`config.mk`:
```
export PLATFORM = sky130hd
export DESIGN_NAME = rae_alu
export DESIGN_NICKNAME = d
export VERILOG_FILES = /design/src/rtl/rae_pkg.sv /design/src/rtl/rae_alu.sv
export SDC_FILE = /design/constraint.sdc
export NUM_CORES = 2
export LEC_CHECK = 0
export ABC_AREA = 0
export BUFFER_PORTS_ARGS = -buffer_cell sky130_fd_sc_hd__buf_2
export CAP_MARGIN = 40
export CORE_AREA = 2 2 395 397
export DETAILED_ROUTE_END_ITERATION = 10
export DIE_AREA = 0 0 397 399
export PLACE_DENSITY_LB_ADDON = 0.05
export REMOVE_ABC_BUFFERS = 1
export SETUP_SLACK_MARGIN = 0.3
export SYNTH_ARGS = -nofsm -noshare
export SYNTH_HDL_FRONTEND = slang
export SYNTH_SLANG_ARGS = --single-unit
```
`constraint.sdc`:
```
create_clock -name clk_i -period 4.5 [get_ports clk_i]
set_clock_uncertainty 0.2 [all_clocks]
set_input_delay 0.9 -clock clk_i [delete_from_list [all_inputs] [get_ports clk_i]]
set_output_delay 0.9 -clock clk_i [all_outputs]
set_load 0.01 [all_outputs]
```
`src/rtl/rae_pkg.sv`:
```
`timescale 1ns / 1ps
// ----------------------------------------------------------------------------
// Register ALU execute package
// Opcode constants, status and operation codes, and the request and response
// structs between the sequencer and the shared arithmetic unit.
// ----------------------------------------------------------------------------
package rae_pkg;

  localparam int unsigned IN_TDATA_W  = 96;
  localparam int unsigned OUT_TDATA_W = 144;

  localparam logic [15:0] LOAD_IMM_ACTION = 16'h3BC0;
  localparam logic [15:0] ALU_GROUP_BITS  = 16'h0700;
  localparam logic [15:0] LOGIC_SEL_BITS  = 16'h0440;
  localparam logic [15:0] LOGIC_BASE      = 16'h07D6;
  localparam logic [15:0] MATH_BASE       = 16'h0790;
  localparam logic [15:0] CODE_MAX        = 16'd5;

  localparam logic [7:0] FLAG_EQ   = 8'h01;
  localparam logic [7:0] FLAG_GT   = 8'h08;
  localparam logic [7:0] FLAG_LT   = 8'h20;
  localparam logic [7:0] FLAG_CMP  = FLAG_EQ | FLAG_GT | FLAG_LT;

  typedef enum logic [1:0] {
    ST_OK,
    ST_BAD_REG,
    ST_BAD_OP,
    ST_DIV_ZERO
  } status_e;

  typedef enum logic [3:0] {
    OP_LOAD,
    OP_AND,
    OP_OR,
    OP_NOT,
    OP_NOR,
    OP_XOR,
    OP_CMP,
    OP_ADD,
    OP_SUB,
    OP_MUL,
    OP_DIV,
    OP_SHL,
    OP_SHR
  } op_e;

  localparam op_e LOGIC_OPS [6] = '{OP_AND, OP_OR, OP_NOT, OP_NOR, OP_XOR, OP_CMP};
  localparam op_e MATH_OPS  [6] = '{OP_ADD, OP_SUB, OP_MUL, OP_DIV, OP_SHL, OP_SHR};

  typedef struct packed {
    logic start;
    op_e  op;
  } alu_req_t;

  typedef struct packed {
    logic done;
    logic eq;
    logic gt;
  } alu_rsp_t;

  typedef struct packed {
    logic bad_op;
    op_e  op;
  } decode_t;

  function automatic decode_t decode_action(input logic [15:0] action);
    decode_t     dec;
    logic [15:0] code;
    dec.bad_op = 1'b0;
    dec.op     = OP_LOAD;
    code       = '0;
    if (action == LOAD_IMM_ACTION) begin
      dec.op = OP_LOAD;
    end else if ((action & ALU_GROUP_BITS) != ALU_GROUP_BITS) begin
      dec.bad_op = 1'b1;
    end else if ((action & LOGIC_SEL_BITS) == LOGIC_SEL_BITS) begin
      code = action - LOGIC_BASE;
      if (code > CODE_MAX) begin
        dec.bad_op = 1'b1;
      end else begin
        dec.op = LOGIC_OPS[code[2:0]];
      end
    end else begin
      code = action - MATH_BASE;
      if (code > CODE_MAX) begin
        dec.bad_op = 1'b1;
      end else begin
        dec.op = MATH_OPS[code[2:0]];
      end
    end
    return dec;
  endfunction

endpackage

```
`src/rtl/rae_alu.sv`:
```
`timescale 1ns / 1ps
// ----------------------------------------------------------------------------
// Register ALU shared arithmetic unit
// Logic, add, subtract, compare and shifts are computed directly; multiply and
// divide with remainder run radix-2, one bit per cycle, on shared registers.
// ----------------------------------------------------------------------------
module rae_alu
  import rae_pkg::*;
#(
  parameter int unsigned DATA_WIDTH = 64
) (
  input  logic                  clk_i,
  input  logic                  rst_ni,
  input  alu_req_t              req_i,
  input  logic [DATA_WIDTH-1:0] a_i,
  input  logic [DATA_WIDTH-1:0] b_i,
  output alu_rsp_t              rsp_o,
  output logic [DATA_WIDTH-1:0] result_o,
  output logic [DATA_WIDTH-1:0] rem_o
);

  localparam int unsigned SW = $clog2(DATA_WIDTH);
  localparam logic [SW-1:0] LAST_STEP = SW'(DATA_WIDTH - 1);
  localparam logic [DATA_WIDTH-1:0] WIDTH_VAL = DATA_WIDTH'(DATA_WIDTH);

  typedef enum logic {
    A_IDLE,
    A_BUSY
  } alu_state_e;

  alu_state_e            state_q;
  op_e                   op_q;
  logic [DATA_WIDTH-1:0] acc_q;
  logic [DATA_WIDTH-1:0] sh_q;
  logic [DATA_WIDTH-1:0] b_q;
  logic [SW-1:0]         cnt_q;
  logic                  done_q;
  logic                  eq_q;
  logic                  gt_q;

  logic [DATA_WIDTH-1:0] single_res;
  logic                  long_shift;
  logic [DATA_WIDTH-1:0] mul_sum;
  logic [DATA_WIDTH:0]   div_shift;
  logic [DATA_WIDTH:0]   div_diff;
  logic                  div_ok;

  assign long_shift = (b_i >= WIDTH_VAL);

  always_comb begin
    unique case (req_i.op)
      OP_AND:  single_res = a_i & b_i;
      OP_OR:   single_res = a_i | b_i;
      OP_NOT:  single_res = ~b_i;
      OP_NOR:  single_res = ~(a_i | b_i);
      OP_XOR:  single_res = a_i ^ b_i;
      OP_ADD:  single_res = a_i + b_i;
      OP_SUB:  single_res = a_i - b_i;
      OP_SHL:  single_res = long_shift ? '0 : (a_i << b_i[SW-1:0]);
      OP_SHR:  single_res = long_shift ? '0 : (a_i >> b_i[SW-1:0]);
      default: single_res = '0;
    endcase
  end

  // Multiply walks the multiplier from the top bit; divide shifts the
  // dividend out of the same register and the quotient bits in behind it.
  assign mul_sum   = {acc_q[DATA_WIDTH-2:0], 1'b0} + (sh_q[DATA_WIDTH-1] ? b_q : '0);
  assign div_shift = {acc_q, sh_q[DATA_WIDTH-1]};
  assign div_diff  = div_shift - {1'b0, b_q};
  assign div_ok    = ~div_diff[DATA_WIDTH];

  always_ff @(posedge clk_i or negedge rst_ni) begin
    if (!rst_ni) begin
      state_q <= A_IDLE;
      op_q    <= OP_LOAD;
      acc_q   <= '0;
      sh_q    <= '0;
      b_q     <= '0;
      cnt_q   <= '0;
      done_q  <= 1'b0;
      eq_q    <= 1'b0;
      gt_q    <= 1'b0;
    end else begin
      done_q <= 1'b0;
      unique case (state_q)
        A_IDLE: begin
          if (req_i.start) begin
            op_q <= req_i.op;
            if (req_i.op == OP_MUL || req_i.op == OP_DIV) begin
              acc_q   <= '0;
              sh_q    <= a_i;
              b_q     <= b_i;
              cnt_q   <= LAST_STEP;
              state_q <= A_BUSY;
            end else begin
              acc_q  <= single_res;
              eq_q   <= (a_i == b_i);
              gt_q   <= (a_i > b_i);
              done_q <= 1'b1;
            end
          end
        end
        A_BUSY: begin
          if (op_q == OP_MUL) begin
            acc_q <= mul_sum;
            sh_q  <= {sh_q[DATA_WIDTH-2:0], 1'b0};
          end else begin
            acc_q <= div_ok ? div_diff[DATA_WIDTH-1:0] : div_shift[DATA_WIDTH-1:0];
            sh_q  <= {sh_q[DATA_WIDTH-2:0], div_ok};
          end
          if (cnt_q == '0) begin
            done_q  <= 1'b1;
            state_q <= A_IDLE;
          end else begin
            cnt_q <= cnt_q - 1'b1;
          end
        end
        default: state_q <= A_IDLE;
      endcase
    end
  end

  assign rsp_o.done = done_q;
  assign rsp_o.eq   = eq_q;
  assign rsp_o.gt   = gt_q;
  assign result_o   = (op_q == OP_DIV) ? sh_q : acc_q;
  assign rem_o      = acc_q;

endmodule

```
==> out/metrics.cfg <==
[timing]
fin_crit_ns = 4.54
timing.final.ws_setup_ns = -0.0445
finalHoldViolations = 0
tightest_slew_ns = 0.974
finalSetupTns_ns = -0.163
setup_viol = 6
max_freq_mhz = 220
slew_viol_final = 0
rsz0062_at_grt = true
maxSlewHeadroom_pct = 34.9
finalCritPeriodShare_pct = 101

[grt]
grt_max_degree = 153
first_global_vias = 47058
antenna_found_initial = 21
overflow = 0
track_usage_pct = 31.6
grt_pass1_wl_um = 361000

[clocking]
cts_tree = done
cts.reportedPaths.clkPinSlew_ns = 0.06
cts_max_level = 2
cts_buffers = 37
clockBufferDepth = 3
cts_hold_buffers = 0
clockRootBuffer = clkbuf_16
clkSinkCount = 206
clock_latency_ns = 0.62

[critical_path]
crit_type = flop to flop
critical_path_arrival_ns = 4.83
r2r_cells = 19
required_ns = 4.79
worstSetupStartpointType = flop
reg2reg_slack_ns = -0.04
cp-end-kind = flop
cp_max_fo = 6

[finish]
drive_gt1_share_pct = 34.0
utilization_pct = 36.3
design_area_sq_um = 55800
area_growth_syn_to_layout_pct = 45.5
fillerInstances = 16630
nNetsFinal = 7175

[flow_run]
cap_violations = 0

[detailed_routing]
num_vias = 48518
first_pass_iters = 8
routed_wl_um = 261000
drt_iter0_markers = 4781
viasPerCell = 5.53
wl_per_cell_um = 29.8
antenna_left = 0
drcViolationCount = 0

[place]
io_buffers = 265
dp_hpwl_um = 210000
gp_congestion = 0.951
placed_area_sq_um = 51600

[power_and_ir_drop]
p_per_area_nw_per_um2 = 599
comb_power_share_pct = 79.9
seqPwrFrac_pct = 10.4
vdd_drop_max_uv = 504
p_int_mw = 16.5
power_mw = 33.4
pwr-share-clk_pct = 9.7
switching_power_mw = 16.9
leakagePower_nw = 25.6
swShare_pct = 50.7

[run_status]
status = finished with violations
violations = negative setup slack

[synthesis]
synthFlopType = dfrtp_1
yosysWarningCount = 0
ys_ff_latch = 206
synth_edf_count = 0
synth_area_sq_um = 38300
synthArstFlopShare_pct = 100
synth_area_per_cell_sq_um = 7.20
ys_types = 109
yosysSeqAreaShare_pct = 13.5
netlist_instances = 5322

[floorplanning]
coreArea_sq_um = 154000
initial_core_util_pct = 24.9
die_h_um = 399
row_count = 144
dieArea_sq_um = 158000
pin_count = 266
die_x_um = 397

[min_path]
hold_path_class = input pin to async pin

## area by class of cell
| class | count | area, sq um | share of cell area (%) |
|---|---|---|---|
| Tap cell | 2044 | 2560 | 4.59 |
| Clock buffer | 55 | 1130 | 2.02 |
| Timing Repair Buffer | 1733 | 13600 | 24.4 |
| Clock inverter | 9 | 180 | 0.323 |
| Inverter | 303 | 1140 | 2.05 |
| Multi-Input combinational cell | 4417 | 32000 | 57.3 |
| Antenna cell | 6 | 15.0 | 0.0269 |
| Sequential cell | 206 | 5160 | 9.25 |
## logic make-up (layout without fill, tap and decap cells)
kind of cell | after synthesis | in the layout | synth area share [%]
AO/OA/AOI/OAI | 1867 | 1867 | 31.4
XOR/XNOR | 135 | 135 | 3.09
adder cells (fa/ha/maj) | 342 | 342 | 11.2
buffers and inverters | 699 | 2100 | 7.53
flip-flops | 206 | 206 | 13.5
multiplexers | 413 | 413 | 14.1
other | 0 | 6 | 0
AND/OR/NAND/NOR | 1660 | 1660 | 19.2
## path summary, 6_finish.rpt
path,to,start
setup / recovery,rem_o[38],sh_q[63]
hold / removal,b_q[33],rst_ni
setup reg to reg,rem_o[38],sh_q[63]
hold reg to reg,b_q[10],b_q[10]
max in group asynchronous,rem_o[3],rst_ni
min in group clk_i,b_q[10],b_q[10]
## placed cells by master (no fill, tap or decap), drive strengths merged, types with 30 or more instances in the layout
master,Yosys,routed
buf,121,1727
a21o,87,87
a221o,66,66
o21bai,65,65
o21a,30,30
nor3,88,88
xor2,49,49
inv,302,303
clkbuf,275,61
nor2b,41,41
a221oi,73,73
nor2,520,520
a22oi,38,38
mux2,99,99
o31ai,46,46
nand2b,39,39
nand4,75,75
nand3,88,88
dfrtp,206,206
a21oi,523,523
ha,338,338
o21ai,555,555
o22ai,44,44
a31oi,37,37
xnor2,86,86
a211oi,51,51
o211ai,62,62
nor4,62,62
mux2i,222,222
mux4,92,92
nand2,642,642
## worst max-delay path: stages (launching register included)
cell and delay [ns]:
dfrtp_1 0.40, inv_4 0.12, ha_4 0.15, fa_2 0.22, nor2b_2 0.05, o31a_1 0.31
o22ai_4 0.17, buf_12 0.15, o22ai_4 0.13, buf_6 0.17, o2111ai_4 0.41, a21oi_4 0.14
or4_4 0.54, nand3_4 0.11, buf_12 0.16, buf_12 0.18, buf_16 0.17, mux2i_4 0.23
a21oi_2 0.08, a221o_1 0.29
## cell usage after synthesis (all sizes together) (7+ instances only)
library cell / number / area share, %
a2111oi: 28 / 0.70
a211o: 21 / 0.48
a211oi: 51 / 1.1
a21boi: 13 / 0.25
a21o: 87 / 1.7
a21oi: 523 / 6.9
a221o: 66 / 1.7
a221oi: 73 / 1.7
a222oi: 7 / 0.18
a22oi: 38 / 0.76
a31oi: 37 / 0.64
a41oi: 7 / 0.20
and2: 14 / 0.23
and3: 23 / 0.39
buf: 121 / 1.9
clkbuf: 275 / 2.7
dfrtp: 206 / 13
ha: 338 / 11
inv: 302 / 3.0
mux2: 99 / 2.9
mux2i: 222 / 5.8
mux4: 92 / 5.4
nand2: 642 / 6.3
nand2b: 39 / 0.64
nand3: 88 / 1.1
nand4: 75 / 1.2
nor2: 520 / 5.1
nor2b: 41 / 0.67
nor3: 88 / 1.2
nor4: 62 / 1.0
o2111ai: 12 / 0.32
o211ai: 62 / 1.3
o21a: 30 / 0.59
o21ai: 555 / 7.3
o21bai: 65 / 1.3
o221ai: 19 / 0.43
o22ai: 44 / 0.79
o31a: 10 / 0.23
o31ai: 46 / 1.1
o41ai: 9 / 0.21
or2: 10 / 0.16
or3: 22 / 0.36
or4: 11 / 0.23
xnor2: 86 / 2.0
xor2: 49 / 1.1
## through the flow
step | hold slack [ns] | std cells | setup WS [ns]
final | 0.126 | 8773 | -0.0445
after global routing | 0.170 | 8768 | -0.141
after CTS | 0.125 | 8723 | -0.00633
after detailed placement | 0.270 | 8609 | -0.799
after global placement | 0.264 | 8604 | -0.840
after floorplan | 0.250 | 4926 | -4.23
## sequential cells by signal, summed over array words and instances, names as in the netlist
| name | cells |
|---|---|
| sh_q | 64 |
| b_q | 64 |
| gt_q | 1 |
| cnt_q | 6 |
| state_q | 1 |
| done_q | 1 |
| eq_q | 1 |
| op_q | 4 |
| rem_o | 64 |
## metal layers
metal  GRT usage [%]  share of wire, %  vias up
li1                -                 -    22353
met1            45.3                47    24159
met2            49.7                44     1736
met3            3.77               6.3      262
met4            8.39               3.3        8
met5               0             0.021        -
## what timing repair did
action                     CTS  global route
buffers inserted            45            38
cloned                       5             5
pin swaps                  100           105
setup endpoints to repair   66            66
gates resized for setup    247           180
## power groups by stage
stage	Clock, mW	Sequential, mW	Combinational (mW)
after CTS	3.34	3.46	24.7
after floorplan	0	3.60	11.4
final	3.24	3.47	26.7
after global placement	0	3.47	22.2
after detailed placement	0	3.47	22.2
after global routing	3.39	3.58	28.4
Power figures use the tool's default switching activity.
